[src/rtl/core/frcd_pkg.sv]
// ============================================================================
// frcd_pkg: shared types and constants of the fraction reducer
// Holds the mode codes, result code limits and the sequencer state type.
// ============================================================================
`default_nettype none

package frcd_pkg;

    localparam int COUNT_W = 8;

    // Mode register codes
    localparam logic MODE_COUNT  = 1'b0;
    localparam logic MODE_REDUCE = 1'b1;

    // Divisor count codes
    localparam logic signed [COUNT_W-1:0] COUNT_NONE = -8'sd1;
    localparam logic signed [COUNT_W-1:0] COUNT_MAX  = 8'sd127;

    typedef enum logic [9:0] {
        S_IDLE        = 10'b0000000001,
        S_GCD_ISSUE   = 10'b0000000010,
        S_GCD_WAIT    = 10'b0000000100,
        S_TRIAL_ISSUE = 10'b0000001000,
        S_TRIAL_WAIT  = 10'b0000010000,
        S_QN_ISSUE    = 10'b0000100000,
        S_QN_WAIT     = 10'b0001000000,
        S_QD_ISSUE    = 10'b0010000000,
        S_QD_WAIT     = 10'b0100000000,
        S_DONE        = 10'b1000000000
    } state_t;

endpackage

`default_nettype wire

[src/rtl/core/frcd_channels.sv]
// ============================================================================
// frcd_channels: valid/ready channels of the fraction reducer
// Input item channel, result channel and mode write channel.
// ============================================================================
`default_nettype none

interface frcd_in_if #(
    parameter int W = 16
);
    logic         valid;
    logic         ready;
    logic [W-1:0] numerator;
    logic [W-1:0] denominator;

    modport source (output valid, numerator, denominator, input ready);
    modport sink   (input valid, numerator, denominator, output ready);
endinterface

interface frcd_out_if #(
    parameter int W = 16
);
    logic                                 valid;
    logic                                 ready;
    logic signed [frcd_pkg::COUNT_W-1:0]  divisor_count;
    logic [W-1:0]                         reduced_numerator;
    logic [W-1:0]                         reduced_denominator;

    modport source (output valid, divisor_count, reduced_numerator, reduced_denominator,
                    input ready);
    modport sink   (input valid, divisor_count, reduced_numerator, reduced_denominator,
                    output ready);
endinterface

interface frcd_cfg_if;
    logic valid;
    logic ready;
    logic mode;

    modport source (output valid, mode, input ready);
    modport sink   (input valid, mode, output ready);
endinterface

`default_nettype wire

[src/rtl/core/frcd_div.sv]
// ============================================================================
// frcd_div: shared restoring divider
// Produces quotient and remainder one bit per cycle.
// ============================================================================
`default_nettype none

module frcd_div #(
    parameter int W = 16
) (
    input  wire logic         clk,
    input  wire logic         rst_n,
    input  wire logic         start,
    input  wire logic [W-1:0] dividend,
    input  wire logic [W-1:0] divisor,
    output logic              done,
    output logic [W-1:0]      quotient,
    output logic [W-1:0]      remainder
);
    localparam int CNT_W = $clog2(W + 1);

    logic             busy_reg, busy_next;
    logic             done_reg, done_next;
    logic [CNT_W-1:0] cnt_reg, cnt_next;
    logic [W-1:0]     rem_reg, rem_next;
    logic [W-1:0]     quo_reg, quo_next;
    logic [W-1:0]     dvs_reg, dvs_next;

    logic [W:0]       shifted;
    logic [W+1:0]     diff;
    logic             fits;

    assign shifted = {rem_reg, quo_reg[W-1]};
    assign diff    = {1'b0, shifted} - {2'b00, dvs_reg};
    assign fits    = ~diff[W+1];

    always_comb
    begin
        busy_next = busy_reg;
        done_next = 1'b0;
        cnt_next  = cnt_reg;
        rem_next  = rem_reg;
        quo_next  = quo_reg;
        dvs_next  = dvs_reg;
        if (start)
        begin
            busy_next = 1'b1;
            cnt_next  = CNT_W'(W);
            rem_next  = '0;
            quo_next  = dividend;
            dvs_next  = divisor;
        end
        else if (busy_reg)
        begin
            // subtract when the partial remainder holds the divisor
            rem_next = fits ? diff[W-1:0] : shifted[W-1:0];
            quo_next = {quo_reg[W-2:0], fits};
            cnt_next = cnt_reg - CNT_W'(1);
            if (cnt_reg == CNT_W'(1))
            begin
                busy_next = 1'b0;
                done_next = 1'b1;
            end
        end
    end

    always_ff @(posedge clk or negedge rst_n)
    begin
        if (!rst_n)
        begin
            busy_reg <= 1'b0;
            done_reg <= 1'b0;
            cnt_reg  <= '0;
        end
        else
        begin
            busy_reg <= busy_next;
            done_reg <= done_next;
            cnt_reg  <= cnt_next;
        end
    end

    always_ff @(posedge clk)
    begin
        rem_reg <= rem_next;
        quo_reg <= quo_next;
        dvs_reg <= dvs_next;
    end

    assign done      = done_reg;
    assign quotient  = quo_reg;
    assign remainder = rem_reg;

endmodule

`default_nettype wire

[src/rtl/core/frcd_seq.sv]
// ============================================================================
// frcd_seq: sequencer of the fraction reducer
// Runs Euclid, trial division and the final quotients on the shared divider.
// ============================================================================
`default_nettype none

module frcd_seq #(
    parameter int W = 16
) (
    input  wire logic                                clk,
    input  wire logic                                rst_n,
    input  wire logic                                in_valid,
    output logic                                     in_ready,
    input  wire logic [W-1:0]                        num_in,
    input  wire logic [W-1:0]                        den_in,
    input  wire logic                                mode,
    output logic                                     res_valid,
    input  wire logic                                res_ready,
    output logic signed [frcd_pkg::COUNT_W-1:0]      res_count,
    output logic [W-1:0]                             res_num,
    output logic [W-1:0]                             res_den
);
    import frcd_pkg::*;

    localparam int TOT_W = W / 2 + 2;
    localparam int CW    = (TOT_W > COUNT_W) ? TOT_W : COUNT_W;

    state_t           state_reg, state_next;
    logic [W-1:0]     num_reg, num_next;
    logic [W-1:0]     den_reg, den_next;
    logic             mode_reg, mode_next;
    logic             zero_reg, zero_next;
    logic [W-1:0]     x_reg, x_next;
    logic [W-1:0]     y_reg, y_next;
    logic [W-1:0]     trial_reg, trial_next;
    logic [W:0]       sq_reg, sq_next;
    logic [TOT_W-1:0] tot_reg, tot_next;
    logic [W-1:0]     qn_reg, qn_next;
    logic [W-1:0]     qd_reg, qd_next;

    logic             div_start;
    logic [W-1:0]     div_dividend;
    logic [W-1:0]     div_divisor;
    logic             div_done;
    logic [W-1:0]     div_quo;
    logic [W-1:0]     div_rem;

    logic [W:0]       sq_step;
    logic [CW-1:0]    cnt_ext;

    frcd_div #(.W(W)) u_div (
        .clk       (clk),
        .rst_n     (rst_n),
        .start     (div_start),
        .dividend  (div_dividend),
        .divisor   (div_divisor),
        .done      (div_done),
        .quotient  (div_quo),
        .remainder (div_rem)
    );

    // (d+1)^2 = d^2 + 2d + 1
    assign sq_step = sq_reg + {trial_reg, 1'b1};

    always_comb
    begin
        state_next   = state_reg;
        num_next     = num_reg;
        den_next     = den_reg;
        mode_next    = mode_reg;
        zero_next    = zero_reg;
        x_next       = x_reg;
        y_next       = y_reg;
        trial_next   = trial_reg;
        sq_next      = sq_reg;
        tot_next     = tot_reg;
        qn_next      = qn_reg;
        qd_next      = qd_reg;
        div_start    = 1'b0;
        div_dividend = x_reg;
        div_divisor  = y_reg;
        unique case (state_reg)
            S_IDLE:
            begin
                if (in_valid)
                begin
                    num_next   = num_in;
                    den_next   = den_in;
                    mode_next  = mode;
                    x_next     = num_in;
                    y_next     = den_in;
                    zero_next  = (num_in == '0) || (den_in == '0);
                    state_next = ((num_in == '0) || (den_in == '0)) ? S_DONE : S_GCD_ISSUE;
                end
            end
            S_GCD_ISSUE:
            begin
                div_start  = 1'b1;
                state_next = S_GCD_WAIT;
            end
            S_GCD_WAIT:
            begin
                if (div_done)
                begin
                    x_next = y_reg;
                    y_next = div_rem;
                    if (div_rem == '0)
                    begin
                        // x now holds the gcd
                        if (mode_reg == MODE_COUNT)
                        begin
                            trial_next = W'(1);
                            sq_next    = (W+1)'(1);
                            tot_next   = '0;
                            state_next = S_TRIAL_ISSUE;
                        end
                        else
                        begin
                            state_next = S_QN_ISSUE;
                        end
                    end
                    else
                    begin
                        state_next = S_GCD_ISSUE;
                    end
                end
            end
            S_TRIAL_ISSUE:
            begin
                div_start    = 1'b1;
                div_dividend = x_reg;
                div_divisor  = trial_reg;
                state_next   = S_TRIAL_WAIT;
            end
            S_TRIAL_WAIT:
            begin
                if (div_done)
                begin
                    if (div_rem == '0)
                    begin
                        tot_next = tot_reg +
                                   ((sq_reg == {1'b0, x_reg}) ? TOT_W'(1) : TOT_W'(2));
                    end
                    trial_next = trial_reg + W'(1);
                    sq_next    = sq_step;
                    state_next = (sq_step > {1'b0, x_reg}) ? S_DONE : S_TRIAL_ISSUE;
                end
            end
            S_QN_ISSUE:
            begin
                div_start    = 1'b1;
                div_dividend = num_reg;
                div_divisor  = x_reg;
                state_next   = S_QN_WAIT;
            end
            S_QN_WAIT:
            begin
                if (div_done)
                begin
                    qn_next    = div_quo;
                    state_next = S_QD_ISSUE;
                end
            end
            S_QD_ISSUE:
            begin
                div_start    = 1'b1;
                div_dividend = den_reg;
                div_divisor  = x_reg;
                state_next   = S_QD_WAIT;
            end
            S_QD_WAIT:
            begin
                if (div_done)
                begin
                    qd_next    = div_quo;
                    state_next = S_DONE;
                end
            end
            S_DONE:
            begin
                if (res_ready)
                begin
                    state_next = S_IDLE;
                end
            end
            default:
            begin
                state_next = S_IDLE;
            end
        endcase
    end

    always_ff @(posedge clk or negedge rst_n)
    begin
        if (!rst_n)
        begin
            state_reg <= S_IDLE;
        end
        else
        begin
            state_reg <= state_next;
        end
    end

    always_ff @(posedge clk)
    begin
        num_reg   <= num_next;
        den_reg   <= den_next;
        mode_reg  <= mode_next;
        zero_reg  <= zero_next;
        x_reg     <= x_next;
        y_reg     <= y_next;
        trial_reg <= trial_next;
        sq_reg    <= sq_next;
        tot_reg   <= tot_next;
        qn_reg    <= qn_next;
        qd_reg    <= qd_next;
    end

    // common divisors above one = total divisors of the gcd minus one
    assign cnt_ext = CW'(tot_reg) - CW'(1);

    always_comb
    begin
        res_count = '0;
        res_num   = '0;
        res_den   = '0;
        if (mode_reg == MODE_COUNT)
        begin
            if (zero_reg || (cnt_ext == '0))
            begin
                res_count = COUNT_NONE;
            end
            else if (cnt_ext > CW'(COUNT_MAX))
            begin
                res_count = COUNT_MAX;
            end
            else
            begin
                res_count = cnt_ext[COUNT_W-1:0];
            end
        end
        else if (zero_reg)
        begin
            res_num = num_reg;
            res_den = den_reg;
        end
        else
        begin
            res_num = qn_reg;
            res_den = qd_reg;
        end
    end

    assign in_ready  = (state_reg == S_IDLE);
    assign res_valid = (state_reg == S_DONE);

endmodule

`default_nettype wire

[src/rtl/core/fraction_reducer_common_divisors_unit.sv]
// ============================================================================
// fraction_reducer_common_divisors_unit: fraction reducer and divisor counter
// Counts the common divisors above one of two values, or reduces their
// fraction to lowest terms, on one shared bit-serial divider.
// ============================================================================
//
//  channel   role   payload                                            handshake
//  -------   ----   -------------------------------------------------  ---------
//  items     sink   numerator, denominator (VALUE_WIDTH bits each)     valid/ready
//  results   source divisor_count (8b signed), reduced_numerator,      valid/ready
//                   reduced_denominator (VALUE_WIDTH bits each)
//  cfg       sink   mode (0 count, 1 reduce)                           valid/ready
//
//  Every division runs on one restoring divider, started from an issue state
//  and picked up in a wait state of the sequencer. Count mode: (Euclid steps +
//  floor(sqrt(gcd))) divisions; reduce mode: Euclid steps + 2 divisions.
//  A zero operand skips the divider and goes from idle straight to done.
//  One transaction is in work at a time; items.ready stays low until the result
//  moves into the output register, which holds it through any results stall.
//  rst_n clears the sequencer, the output valid and mode (to count).
//
`default_nettype none

module fraction_reducer_common_divisors_unit #(
    parameter int VALUE_WIDTH = 16
) (
    input  wire logic  clk,
    input  wire logic  rst_n,
    frcd_in_if.sink    items,
    frcd_out_if.source results,
    frcd_cfg_if.sink   cfg
);
    import frcd_pkg::*;

    logic                        mode_reg;
    logic                        out_valid_reg, out_valid_next;
    logic signed [COUNT_W-1:0]   count_reg;
    logic [VALUE_WIDTH-1:0]      rnum_reg;
    logic [VALUE_WIDTH-1:0]      rden_reg;

    logic                        res_valid;
    logic                        res_ready;
    logic signed [COUNT_W-1:0]   res_count;
    logic [VALUE_WIDTH-1:0]      res_num;
    logic [VALUE_WIDTH-1:0]      res_den;

    // Mode register: always ready; the user must see that it is written only while the block is idle
    assign cfg.ready = 1'b1;

    always_ff @(posedge clk or negedge rst_n)
    begin
        if (!rst_n)
        begin
            mode_reg <= MODE_COUNT;
        end
        else if (cfg.valid)
        begin
            mode_reg <= cfg.mode;
        end
    end

    frcd_seq #(.W(VALUE_WIDTH)) u_seq (
        .clk       (clk),
        .rst_n     (rst_n),
        .in_valid  (items.valid),
        .in_ready  (items.ready),
        .num_in    (items.numerator),
        .den_in    (items.denominator),
        .mode      (mode_reg),
        .res_valid (res_valid),
        .res_ready (res_ready),
        .res_count (res_count),
        .res_num   (res_num),
        .res_den   (res_den)
    );

    // Output register: take a new result when empty or being drained
    assign res_ready = !out_valid_reg || results.ready;

    always_comb
    begin
        out_valid_next = out_valid_reg;
        if (res_valid && res_ready)
        begin
            out_valid_next = 1'b1;
        end
        else if (results.ready)
        begin
            out_valid_next = 1'b0;
        end
    end

    always_ff @(posedge clk or negedge rst_n)
    begin
        if (!rst_n)
        begin
            out_valid_reg <= 1'b0;
        end
        else
        begin
            out_valid_reg <= out_valid_next;
        end
    end

    // Hold the payload until the next result moves in
    always_ff @(posedge clk)
    begin
        if (res_valid && res_ready)
        begin
            count_reg <= res_count;
            rnum_reg  <= res_num;
            rden_reg  <= res_den;
        end
    end

    assign results.valid               = out_valid_reg;
    assign results.divisor_count       = count_reg;
    assign results.reduced_numerator   = rnum_reg;
    assign results.reduced_denominator = rden_reg;

`ifndef SYNTHESIS
    // An accepted item keeps the sequencer busy for at least the next cycle
    assert property (@(posedge clk) disable iff (!rst_n)
        (items.valid && items.ready) |=> !items.ready)
        else $error("item accepted while the sequencer stayed idle");

    // A result handed over always shows up on the results channel
    assert property (@(posedge clk) disable iff (!rst_n)
        (res_valid && res_ready) |=> results.valid)
        else $error("result handed over but output register empty");

    // The sequencer never offers a result while it is also ready for input
    assert property (@(posedge clk) disable iff (!rst_n)
        res_valid |-> !items.ready)
        else $error("sequencer holds a result and accepts input at once");
`endif

endmodule

`default_nettype wire

[src/flat_wrapper.sv]
// flat-port wrapper written by rule: the top's interface ports become plain ports
module fraction_reducer_common_divisors_unit_flat import frcd_pkg::*;
#(
    parameter int VALUE_WIDTH = 16
)
  (clk, rst_n, items_valid, items_numerator, items_denominator, items_ready, results_valid, results_divisor_count, results_reduced_numerator, results_reduced_denominator, results_ready, cfg_valid, cfg_mode, cfg_ready);
  frcd_in_if #(.W(VALUE_WIDTH)) items_i ();
  frcd_out_if #(.W(VALUE_WIDTH)) results_i ();
  frcd_cfg_if cfg_i ();
  input  wire logic clk;
  input  wire logic rst_n;
  input wire logic [$bits(items_i.valid)-1:0] items_valid;
  input wire logic [$bits(items_i.numerator)-1:0] items_numerator;
  input wire logic [$bits(items_i.denominator)-1:0] items_denominator;
  output wire logic [$bits(items_i.ready)-1:0] items_ready;
  output wire logic [$bits(results_i.valid)-1:0] results_valid;
  output wire logic [$bits(results_i.divisor_count)-1:0] results_divisor_count;
  output wire logic [$bits(results_i.reduced_numerator)-1:0] results_reduced_numerator;
  output wire logic [$bits(results_i.reduced_denominator)-1:0] results_reduced_denominator;
  input wire logic [$bits(results_i.ready)-1:0] results_ready;
  input wire logic [$bits(cfg_i.valid)-1:0] cfg_valid;
  input wire logic [$bits(cfg_i.mode)-1:0] cfg_mode;
  output wire logic [$bits(cfg_i.ready)-1:0] cfg_ready;
  assign items_i.valid = items_valid;
  assign items_i.numerator = items_numerator;
  assign items_i.denominator = items_denominator;
  assign items_ready = items_i.ready;
  assign results_valid = results_i.valid;
  assign results_divisor_count = results_i.divisor_count;
  assign results_reduced_numerator = results_i.reduced_numerator;
  assign results_reduced_denominator = results_i.reduced_denominator;
  assign results_i.ready = results_ready;
  assign cfg_i.valid = cfg_valid;
  assign cfg_i.mode = cfg_mode;
  assign cfg_ready = cfg_i.ready;
  fraction_reducer_common_divisors_unit #(.VALUE_WIDTH(VALUE_WIDTH)) u_core (.clk(clk), .rst_n(rst_n), .items(items_i), .results(results_i), .cfg(cfg_i));
endmodule
[config.mk]
export PLATFORM = sky130hd
export DESIGN_NAME = fraction_reducer_common_divisors_unit_flat
export DESIGN_NICKNAME = d
export VERILOG_FILES = /design/src/rtl/core/frcd_pkg.sv /design/src/rtl/core/frcd_channels.sv /design/src/rtl/core/frcd_div.sv /design/src/rtl/core/frcd_seq.sv /design/src/rtl/core/fraction_reducer_common_divisors_unit.sv /design/src/flat_wrapper.sv
export SDC_FILE = /design/constraint.sdc
export NUM_CORES = 1
export LEC_CHECK = 0
export BUFFER_PORTS_ARGS = -buffer_cell sky130_fd_sc_hd__buf_4
export CAP_MARGIN = 0
export CORE_MARGIN = 2
export CORE_UTILIZATION = 25
export DETAILED_ROUTE_END_ITERATION = 10
export GPL_TIMING_DRIVEN = 0
export PLACE_DENSITY = 0.43
export SETUP_SLACK_MARGIN = 0.05
export SLEW_MARGIN = 10
export SYNTH_ARGS = -nofsm -noshare
export SYNTH_HDL_FRONTEND = slang
export SYNTH_SLANG_ARGS = --single-unit
[constraint.sdc]
create_clock -name clk -period 7.6 [get_ports clk]
set_clock_uncertainty 0.15 [all_clocks]
set_input_delay 0.76 -clock clk [delete_from_list [all_inputs] [get_ports clk]]
set_output_delay 0.76 -clock clk [all_outputs]
set_load 0.005 [all_outputs]
Word level (Yosys, flattened, before mapping):

Cells that the tools add are included.

* register bits: 248
* bits of input ports: 38
* output and inout port bits: 43
* logic and storage cells: 129

* $add $sub $neg: 6
* $lt $le $gt $ge: 2
* equality and inequality tests: 21
* multiplexer cells: 54
* bitwise operators: 1
* reduce and logical (&&, ||, !) cells: 22

Operators with widths (number)
* 2-to-1 mux 16 bit: 13
* case mux 16 bit (2 select lines): 5
* 2-to-1 mux 10 bit: 14
* case mux 10 bit (10 select lines): 1
* 2-to-1 mux 17 bit: 4
* logical NOT 16 bit: 3
* case mux 17 bit (2 select lines): 1
* case mux 10 bit (2 select lines): 1
* subtractor 17 x 16 -> 18 bit: 1
* adder 17 bit: 1
* equality test 17 x 16 -> 1 bit: 1
* greater-than comparator 17 x 16 -> 1 bit: 1
* adder 16 x 1 -> 16 bit (second input constant): 1
* 2-to-1 mux 8 bit: 2
* AND reduction 6 bit: 2
* adder 10 x 2 -> 10 bit: 1
* equality test 10 x 1 -> 1 bit (second input constant): 1
* equality test 10 bit (second input constant): 1
* equality test 10 x 2 -> 1 bit (second input constant): 1
* equality test 10 x 3 -> 1 bit (second input constant): 1
* equality test 10 x 4 -> 1 bit (second input constant): 1
* equality test 10 x 5 -> 1 bit (second input constant): 1
* equality test 10 x 6 -> 1 bit (second input constant): 1
* equality test 10 x 7 -> 1 bit (second input constant): 1
* other kinds (23): 46

Depth between registers and ports, before layout:

Gate-level depths: netlist (run 1).

* depth after elaboration: 6
* gate-level depth with buffers: 16
* mapped depth without buffers: 16

Modules after synthesis:

A second synthesis (run 1) with hierarchy kept.

* cell total of the unflattened synthesis: 1194
* area, all modules: 13354.1 µm²

By module, submodules not included
* frcd_seq: instances 1, cells each 858, area each 8972.4 µm², seq. area each 4485.6 µm²
* frcd_div: instances 1, cells each 288, area each 3078.0 µm², seq. area each 1456.4 µm²
* fraction_reducer_common_divisors_unit: instances 1, cells each 48, area each 1303.8 µm², seq. area each 1251.2 µm²

Worst setup path before layout (run 1):

Ideal clock, no wire load.

* path kind: register to register
* start point: register u_core.u_seq.trial_reg[0]
* end point: register u_core.u_seq.state_reg[9]
* library setup time: 0.124 ns
* data arrival time: 3.484 ns
* data required time: 7.326 ns
* setup slack: 3.842 ns
* cell stages (with the launch flop): 16
* buffers on the path: 0
* clock period less this slack: 3.758 ns
* cell sequence: edfxtp_1 -> fa_1 -> a211oi_1 -> o21ai_0 -> and3_1 -> or3_1 -> xor2_1 -> ha_1 -> and3_1 -> nand3_1 -> or2_2 -> nor3_1 -> nor2_1 -> a21oi_1 -> a21oi_1 -> a2bb2oi_1

* cells in the longest elaborated chain, start to end: 5

RTL lines
* start: declaration: RTL line frcd_seq.sv:35 `logic [W-1:0] trial_reg, trial_next;`
* start signal: assignment: RTL line frcd_seq.sv:213 `trial_reg <= trial_next;`
* adder 17 bit: RTL line frcd_seq.sv:63 `assign sq_step = sq_reg + {trial_reg, 1'b1};`
* net u_core.u_seq.sq_step[10]: RTL line frcd_seq.sv:48 `logic [W:0] sq_step;`
* greater-than comparator 17 x 16 -> 1 bit: RTL line frcd_seq.sv:146 `state_next = (sq_step > {1'b0, x_reg}) ? S_DONE : S_TRIAL_ISSUE;`
* 2-to-1 mux 10 bit: RTL line frcd_seq.sv:146
* 2-to-1 mux 10 bit: RTL line frcd_seq.sv:137 `if (div_done)`
* case mux 10 bit (10 select lines): RTL line frcd_seq.sv:82 `unique case (state_reg)`
* end signal: assignment: RTL line frcd_seq.sv:201 `state_reg <= state_next;`
* end: declaration: RTL line frcd_seq.sv:28 `state_t state_reg, state_next;`

The timed path passes the listed nets, and every way through them passes these cells. The select of a mux whose other input is x is not followed.
A chain may end at the register's enable or synchronous reset.

Final worst setup path (run 1):

Same ends and word-level chain as after synthesis.

==> flow_metrics.tcl, run 1 <==
set metrics [dict create \
    status "complete, no violations" \
    die_area_um2 53400 \
    dp.final_hpwl_mm 29.1 \
    min_path_cells 2 \
    grt_setup_unrepaired "false" \
    largest_reg_flops 17 \
    setup_tns_ns 0 \
    ir_worst_vdd_v 0.000184 \
    min_period_ns 4.44 \
    hold_viol_final 0 \
    path_clk_slew_ns 0.06 \
    tightest_slew_ns 0.905 \
    cellLeakagePower_uw 0.00611 \
    clock.fmax_mhz 225 \
    detail_route.drc_violations 0 \
    cts_tree "yes" \
    dp.cells 1929 \
    num_antenna_cells 0 \
    chipHeight_um 231 \
    synth.net_count 1262 \
    mostFrequentLayoutCells "edfxtp_1, nand2_1, nor2_1, buf_4" \
    max-cap-violations 0 \
    place_ws_ns 3.14 \
    crit_required_ns 7.89 \
    cp-end-kind "flop" \
    grt_pass1_vias 9010 \
    final_common_cell "edfxtp_1" \
    multi_input_area_um2 5330 \
    grt.busiest_layer "met2" \
    die_w_um 231 \
    rr_endpoint "u_core.u_seq.state_reg[9]" \
    cts_made_buffers 30 \
    drv_slew 0 \
    cp_max_fo 7 \
    cts_sinks 248 \
    power.density_nw_per_um2 310 \
    worstPathCellList "fa_1 -> a211oi_1 -> o21ai_0 -> and3_1 -> nor3_1 -> nor2_1 -> xnor2_1 -> ha_1 -> and3_1 -> nand3_1 -> or2_2 -> nor3_1 -> nor2_1 -> a21oi_1 -> a21oi_1 -> a2bb2oi_1" \
    r2r_cells 16 \
    yosysTopAreaCellShare 0.496 \
    synthArstFlopShare 0.0766 \
    synth_top_area_cell "edfxtp_1" \
    drt-initial-drc-count 516 \
    place.gp.congestion 0.795 \
    fp-row-count 83 \
    grtUsageMet3 0.0189 \
    fin_ws_ns 3.16 \
    hold_path_class "input port to flop" \
    clock_latency_ns 0.57 \
    avgSynthCellArea_um2 11.1 \
    maxSlewHeadroom 0.396 \
    setup_violations 0 \
    seq_area_frac_synth 0.558 \
    syn2layout_area_growth_pct 20.3 \
    critical-path-max-stage-delay_ns 0.56 \
    whs_ns 0.238 \
    grt_use_total 0.138 \
    netlist_area_um2 12900 \
    grt_pass1_wl_mm 56.0 \
    wire_per_inst_um 18.7 \
    crit_slowest_cell "edfxtp_1" \
    synthTopCellsByArea "edfxtp_1, ha_1, nand2_1" \
    overflow 0 \
    n_fill_cell 5275 \
    crit_path_start_kind "flop" \
    boundaryPins 81 \
    antenna_found_initial 0 \
    finalWirelength_mm 37.2 \
    via_count 8998 \
    ys_warn_count 0 \
    synth-edff-count 213 \
    port_buffers 79 \
    yosysUniqueCellTypes 69 \
    drive_gt1_frac 0.131 \
    root_buffer "clkbuf_16" \
    first_pass_iters 5 \
    r2r-start "u_core.u_seq.trial_reg[0]" \
    period_share 0.584 \
    initial_utilization 0.252 \
    register_area_um2 7190 \
    cp.arrival_ns 4.73 \
    use_met1 0.180 \
    min_from "results_ready" \
    fin_util 0.303 \
    via_per_inst 4.53 \
    clockBufferDepth 3 \
    final_cells 1985 \
    nNetsFinal 1378 \
    synthFlopType "edfxtp_1" \
    cts_max_level 1 \
    synth-seq-cells 248 \
    min_to "u_core.results.valid" \
    syn-instance-count 1166 \
    path_class "flop to flop" \
    use_met2 0.239 \
    ant_nets 0 \
    core-area_um2 51200 \
    r2r_slack_ns 3.16 \
    grt_max_degree 33 \
]
==> metal layers <==
layer | routed length (um) | part of all wire
met5 | 0 | 0
met4 | 788 | 0.021
met3 | 1360 | 0.036
met2 | 18000 | 0.48
met1 | 17000 | 0.46
==> through the flow <==
step	total power [uW]	area [um2]
6_report	4820	15500
5_1_grt	5090	15500
4_1_cts	4880	15500
3_5_place_dp	3300	14400
3_3_place_gp	3290	14300
2_1_floorplan	2880	12900
==> worst max-delay path, delay by kind of cell (launching register included) <==
family | cells | cell delay [ns]
simple gates | 8 | 1.60
fa+ha+maj | 2 | 0.83
compound gates | 5 | 1.03
xor+xnor | 1 | 0.15
flops | 1 | 0.56
==> Yosys cell counts (13+ instances only) <==
library cell and instances:
nor2b_1 38, xnor2_1 44, ha_1 55, mux2i_1 45, nand4_1 13, nand3_1 14
dfxtp_1 16, inv_1 55, a211oi_1 20, clkbuf_1 33, and2_1 21, a22oi_1 31
or3_1 14, nand2_1 178, a21o_1 16, nor4_1 17, a31oi_1 19, and3_1 14
nor3_1 26, dfrtp_1 18, edfxtp_1 213, o21ai_0 25, nor2_1 86, a21oi_1 43
xor2_1 20
==> layout make-up <==
class                           count  share of cell area
Buffer                             48              0.0127
Clock buffer                       32              0.0502
Clock inverter                     23              0.0186
Inverter                           55              0.0133
Multi-Input combinational cell    815               0.343
Sequential cell                   248               0.463
Tap cell                          680              0.0548
Timing Repair Buffer               84              0.0437
==> cells by family after synthesis <==
kind of cell / share of synthesized area
AOI/OAI and AO/OA: 0.100
muxes: 0.0375
xor gates and xnor gates: 0.0434
DFF: 0.558
buffers and inverters: 0.0312
and+or+nand+nor: 0.172
other: 0.000291
adders and majority gates: 0.0580
==> power by group <==
group	leakage (uW)	internal, uW	switching, uW
Sequential	0.00245	1800	230
Combinational	0.00313	514	718
Clock	0.000525	972	582
Total	0.00611	3290	1530
==> worst max-delay path by stage <==
stage	start	endpoint	slack, ns	depth (start not counted)
2_1_floorplan	u_core.u_seq.trial_reg[0]	u_core.u_seq.state_reg[9]	3.84	15
3_3_place_gp	u_core.u_seq.state_reg[1]	u_core.u_seq.x_reg[12]	2.73	7
3_5_place_dp	u_core.u_seq.trial_reg[0]	u_core.u_seq.state_reg[9]	3.14	16
4_1_cts	u_core.u_seq.trial_reg[0]	u_core.u_seq.state_reg[9]	3.10	16
5_1_grt	u_core.u_seq.trial_reg[0]	u_core.u_seq.state_reg[9]	2.77	16
6_report	u_core.u_seq.trial_reg[0]	u_core.u_seq.state_reg[9]	3.16	16
==> repair_timing <==
item	4_1_cts	5_1_grt
resized for setup	0	0
endpoints found under the hold margin	18	0
buffers inserted	0	0
hold buffers	1	0
No activity file was read; power rests on OpenSTA's default activity.
==> run 2: changes to the inputs <==
- PLACE_DENSITY: 0.43 -> 0.44
- clock period: 7.6 -> 3.64 ns (I/O delays scaled with it)
==> flow_metrics.tcl, run 2 (synthesis gave the netlist of run 1 again) <==
set metrics [dict create \
    status "finished, violations left" \
    violations "negative setup slack" \
    crit_required_ns 3.93 \
    setup_violations 2 \
    grt_max_degree 33 \
    cellLeakagePower_uw 0.00630 \
    maxSlewHeadroom 0.408 \
    final_common_cell "edfxtp_1" \
    switchingPower_uw 3210 \
    grt_pass1_wl_mm 56.8 \
    period_share 1.06 \
    r2r_slack_ns -0.22 \
    cts_max_level 1 \
    clock.fmax_mhz 259 \
    clock_latency_ns 0.56 \
    via_per_inst 4.56 \
    hold_viol_final 0 \
    place_ws_ns -0.676 \
    antenna_found_initial 0 \
    grt_setup_unrepaired "true" \
    combPwrFrac 0.274 \
    crit_path_start_kind "flop" \
    dp.final_hpwl_mm 29.2 \
    detail_route.drc_violations 0 \
    register_area_um2 7190 \
    cp.buffers_inverters 0 \
    critical-path-max-stage-delay_ns 0.45 \
    chipHeight_um 231 \
    tightest_slew_ns 0.884 \
    cp.arrival_ns 4.15 \
    path_clk_slew_ns 0.06 \
    drt-initial-drc-count 486 \
    rr_endpoint "u_core.u_seq.state_reg[9]" \
    overflow 0 \
    seq_power_share 0.441 \
    crit_family "compound AO/OA/AOI/OAI gates" \
    min_period_ns 3.86 \
    cp_max_fo 3 \
    setup_tns_ns -0.386 \
    wire_per_inst_um 18.5 \
    clockBufferDepth 3 \
    r2r-start "u_core.u_seq.trial_reg[0]" \
    die_w_um 231 \
    finalWirelength_mm 37.6 \
    cts_made_buffers 30 \
    root_buffer "clkbuf_16" \
    num_antenna_cells 0 \
    core-area_um2 51200 \
    via_count 9291 \
    cts_sinks 248 \
    power.internal_uw 6420 \
    initial_utilization 0.252 \
    syn2layout_area_growth_pct 23.9 \
    cts_tree "yes" \
    max-cap-violations 0 \
    grt_use_total 0.139 \
    mostFrequentLayoutCells "edfxtp_1, nand2_1, buf_4, nor2_1, inv_1" \
    path_depth 15 \
    drv_slew 0 \
    hold_path_class "input port to async pin" \
    place.gp.congestion 0.822 \
    first_pass_iters 7 \
    fp-row-count 83 \
    clkPwrFrac 0.285 \
    fin_ws_ns -0.221 \
    worstSetupEndpoint "u_core.u_seq.state_reg[9]" \
    port_buffers 79 \
    path_class "flop to flop" \
    cp-end-kind "flop" \
    power.density_nw_per_um2 602 \
    worstPathCellList "fa_2 -> a211oi_4 -> o21ai_2 -> and3_4 -> or3_4 -> xor2_2 -> ha_1 -> a21o_1 -> a21o_1 -> a21oi_2 -> o22ai_2 -> or3_1 -> a21oi_2 -> a21oi_2 -> a2bb2oi_1" \
    largest_reg_flops 17 \
    r2r_cells 15 \
    boundaryPins 81 \
    p_sw_frac 0.333 \
    critPathMostFrequentCell "a21oi_2" \
    n_fill_cell 5227 \
    drive_gt1_frac 0.153 \
    crit_slowest_cell "fa_2" \
    ir_worst_vdd_v 0.000363 \
    grt_pass1_vias 9446 \
    startpoint "u_core.u_seq.trial_reg[0]" \
    multi_input_area_um2 5500 \
    nNetsFinal 1430 \
    ant_nets 0 \
    die_area_um2 53400 \
]
[run 2: power groups by stage]
stage	sequential [uW]	combinational [uW]	clock [uW]
2_1_floorplan	4060	1950	0
3_3_place_gp	4300	2540	0
3_5_place_dp	4310	2600	0
4_1_cts	4250	2650	2820
5_1_grt	4300	2950	2920
6_report	4240	2630	2750
[run 2: how the worst min path moves through the flow]
| stage | start | end | slack, ns | cells after the start |
|---|---|---|---|---|
| 2_1_floorplan | rst_n | u_core.mode_reg | -0.08 | 0 |
| 3_3_place_gp | rst_n | u_core.mode_reg | 0.14 | 1 |
| 3_5_place_dp | rst_n | u_core.results.valid | 0.15 | 1 |
| 4_1_cts | rst_n | u_core.results.valid | 0.08 | 2 |
| 5_1_grt | rst_n | u_core.u_seq.state_reg[7] | 0.13 | 2 |
| 6_report | rst_n | u_core.results.valid | 0.09 | 2 |
[run 2: final cells by class]
| cell class | instances | area share |
|---|---|---|
| Inverter | 55 | 0.0129 |
| Tap cell | 680 | 0.0532 |
| Multi-Input combinational cell | 815 | 0.344 |
| Buffer | 48 | 0.0124 |
| Timing Repair Buffer | 136 | 0.0723 |
| Sequential cell | 248 | 0.450 |
| Clock inverter | 16 | 0.00540 |
| Clock buffer | 38 | 0.0502 |
[run 2: worst register-to-register path, cell delays in order, from the launching register on]
cell	delay [ns]
edfxtp_1	0.44
fa_2	0.45
a211oi_4	0.25
o21ai_2	0.09
and3_4	0.18
or3_4	0.37
xor2_2	0.16
ha_1	0.29
a21o_1	0.16
a21o_1	0.18
a21oi_2	0.15
o22ai_2	0.10
or3_1	0.33
a21oi_2	0.21
a21oi_2	0.08
a2bb2oi_1	0.16
[run 2: routing by layer]
| layer | wire, um | vias to the layer above | global-route usage |
|---|---|---|---|
| met5 | 0 | - | 0 |
| met4 | 1070 | 0 | 0.0460 |
| met3 | 1410 | 57 | 0.0188 |
| met2 | 18100 | 175 | 0.241 |
| met1 | 17000 | 4502 | 0.179 |
| li1 | - | 4557 | - |
[run 2: per-stage QoR]
stage,total power [uW],hold WS [ns],util,std cells,area [um2]
after floorplan,6010,-0.0816,-,1166,12900
after global placement,6840,0.145,0.280,1925,14400
after detailed placement,6910,0.148,0.282,1929,14400
after CTS,9710,0.0811,0.309,2030,15800
after global routing,10200,0.125,0.312,2036,16000
final,9630,0.0911,0.312,2036,16000
[run 2: timing repair]
action,CTS,global route
hold buffers,36,0
setup buffers,11,6
endpoints found under the setup margin,50,41
gates resized for setup,15,21
pin swaps,4,15
hold endpoints to repair,85,0
==> run 3: changes to the inputs <==
- CELL_PAD_IN_SITES_DETAIL_PLACEMENT: default -> 0
- CELL_PAD_IN_SITES_GLOBAL_PLACEMENT: default -> 2
- PLACE_DENSITY: 0.44 -> 0.58
- SLEW_MARGIN: 10 -> 20
==> flow_metrics.tcl, run 3 (synthesis gave the netlist of run 1 again) <==
set metrics [dict create \
    dp.cells 1930 \
    min_from "results_ready" \
    cts_made_buffers 30 \
    path_class "flop to flop" \
    chipHeight_um 231 \
    crit_required_ns 3.94 \
    critical-path-max-stage-delay_ns 0.53 \
    grt_pass1_wl_mm 60.6 \
    dpl_cell_area_um2 14500 \
    dp.final_hpwl_mm 30.7 \
    r2r_slack_ns -0.25 \
    maxSlewHeadroom 0.420 \
    place.gp.congestion 0.809 \
    ir_worst_vdd_v 0.000313 \
    grt_setup_unrepaired "true" \
    p_sw_frac 0.322 \
    cellLeakagePower_uw 0.00638 \
    clkPwrFrac 0.327 \
    grt_use_total 0.151 \
    combPwrFrac 0.259 \
    wire_per_inst_um 19.8 \
    die_area_um2 53400 \
    power.internal_uw 7010 \
    min_path_cells 3 \
    via_per_inst 4.57 \
    grt_pass1_vias 9404 \
    cts_max_level 1 \
    hold_path_class "input port to flop" \
    die_w_um 231 \
    drive_gt1_frac 0.157 \
    crit_path_start_kind "flop" \
    r2r-start "u_core.u_seq.trial_reg[4]" \
    cp.buffers_inverters 0 \
    num_antenna_cells 0 \
    port_buffers 79 \
    finalWirelength_mm 40.2 \
    power_uw 10300 \
    status "finished, violations left" \
    path_clk_slew_ns 0.06 \
    seq_power_share 0.414 \
    cts_sinks 248 \
    hold_viol_final 0 \
    violations "negative setup slack" \
    fin_ws_ns -0.253 \
    cp_max_fo 5 \
    cp.arrival_ns 4.19 \
    tightest_slew_ns 0.870 \
    final_common_cell "edfxtp_1" \
    drv_slew 0 \
    largest_reg_flops 17 \
    worstPathCellList "ha_1 -> nor3_1 -> nor2_1 -> and3_4 -> or3_4 -> xor2_2 -> ha_1 -> a21o_1 -> a21o_1 -> a21oi_2 -> o22ai_1 -> or3_4 -> a21oi_4 -> a21oi_4 -> a2bb2oi_1" \
    core-area_um2 51200 \
    cts_tree "yes" \
    mostFrequentLayoutCells "edfxtp_1, nand2_1, buf_4, nor2_1, inv_1" \
    fin_util 0.317 \
    setup_tns_ns -0.468 \
    drt-initial-drc-count 544 \
    clockBufferDepth 3 \
    setup_violations 2 \
    min_period_ns 3.89 \
    switchingPower_uw 3330 \
    clock.fmax_mhz 257 \
    overflow 0 \
    antenna_found_initial 1 \
    ant_nets 0 \
    r2r_cells 15 \
    boundaryPins 81 \
    initial_utilization 0.252 \
    crit_family "simple AND/OR/NAND/NOR gates" \
    root_buffer "clkbuf_16" \
    power.density_nw_per_um2 638 \
    final_area_um2 16200 \
    crit_slowest_cell "edfxtp_1" \
    nNetsFinal 1426 \
    first_pass_iters 5 \
    detail_route.drc_violations 0 \
    fp-row-count 83 \
    rr_endpoint "u_core.u_seq.state_reg[9]" \
    max-cap-violations 0 \
    period_share 1.07 \
    grt_max_degree 33 \
    final_cells 2034 \
    cp-end-kind "flop" \
    via_count 9301 \
    clock_latency_ns 0.57 \
    syn2layout_area_growth_pct 25.7 \
    min_to "u_core.u_seq.state_reg[9]" \
]
run 3: how the worst max path moves through the flow:
stage	cells past startpoint	endpoint	slack (ns)	startpoint
final	15	u_core.u_seq.state_reg[9]	-0.25	u_core.u_seq.trial_reg[4]
after global routing	16	u_core.u_seq.state_reg[9]	-0.42	u_core.u_seq.sq_reg[2]
after CTS	15	u_core.u_seq.state_reg[9]	-0.35	u_core.u_seq.trial_reg[0]
after detailed placement	16	u_core.u_seq.state_reg[9]	-0.95	u_core.u_seq.trial_reg[0]
after global placement	16	u_core.u_seq.state_reg[9]	-0.99	u_core.u_seq.trial_reg[0]
after floorplan	15	u_core.u_seq.state_reg[9]	-0.008	u_core.u_seq.trial_reg[0]
run 3: final cells by class:
cell class | count | area [um2]
Buffer | 48 | 199
Clock buffer | 36 | 803
Clock inverter | 20 | 314
Fill cell | 5256 | 35000
Inverter | 55 | 206
Multi-Input combinational cell | 815 | 5500
Sequential cell | 248 | 7190
Tap cell | 680 | 851
Timing Repair Buffer | 132 | 1150
run 3: worst min-delay path, cell delays in order:
cell and delay, ns:
buf_4 0.09, or3_1 0.19, a2bb2oi_1 0.09
run 3: what timing repair did:
item,CTS,global route
setup endpoints to repair,38,31
setup buffers,10,2
hold buffers,36,0
pin swaps,7,9
endpoints found under the hold margin,83,0
gates resized for setup,25,12
run 3: routing by layer:
| metal | global-route usage | wire length (um) | vias up |
|---|---|---|---|
| li1 | - | - | 4548 |
| met1 | 0.207 | 19200 | 4536 |
| met2 | 0.253 | 18800 | 168 |
| met3 | 0.0159 | 1360 | 49 |
| met4 | 0.0379 | 879 | 0 |
| met5 | 0 | 0 | - |
run 3: metrics by stage:
stage / worst slack, ns / hold WS [ns]
final: -0.253 / 0.0605
after global routing: -0.423 / 0.0733
after CTS: -0.346 / 0.0340
after detailed placement: -0.949 / 0.120
after global placement: -0.994 / 0.127
after floorplan: -0.00765 / -0.0816
run 3: power by group through the flow:
stage | Clock [uW] | Combinational, uW | Sequential (uW)
floorplan | 0 | 1950 | 4060
global placement | 0 | 2590 | 4360
detailed placement | 0 | 2640 | 4350
CTS | 3460 | 2700 | 4290
global route | 3560 | 3010 | 4340
finish | 3380 | 2680 | 4290
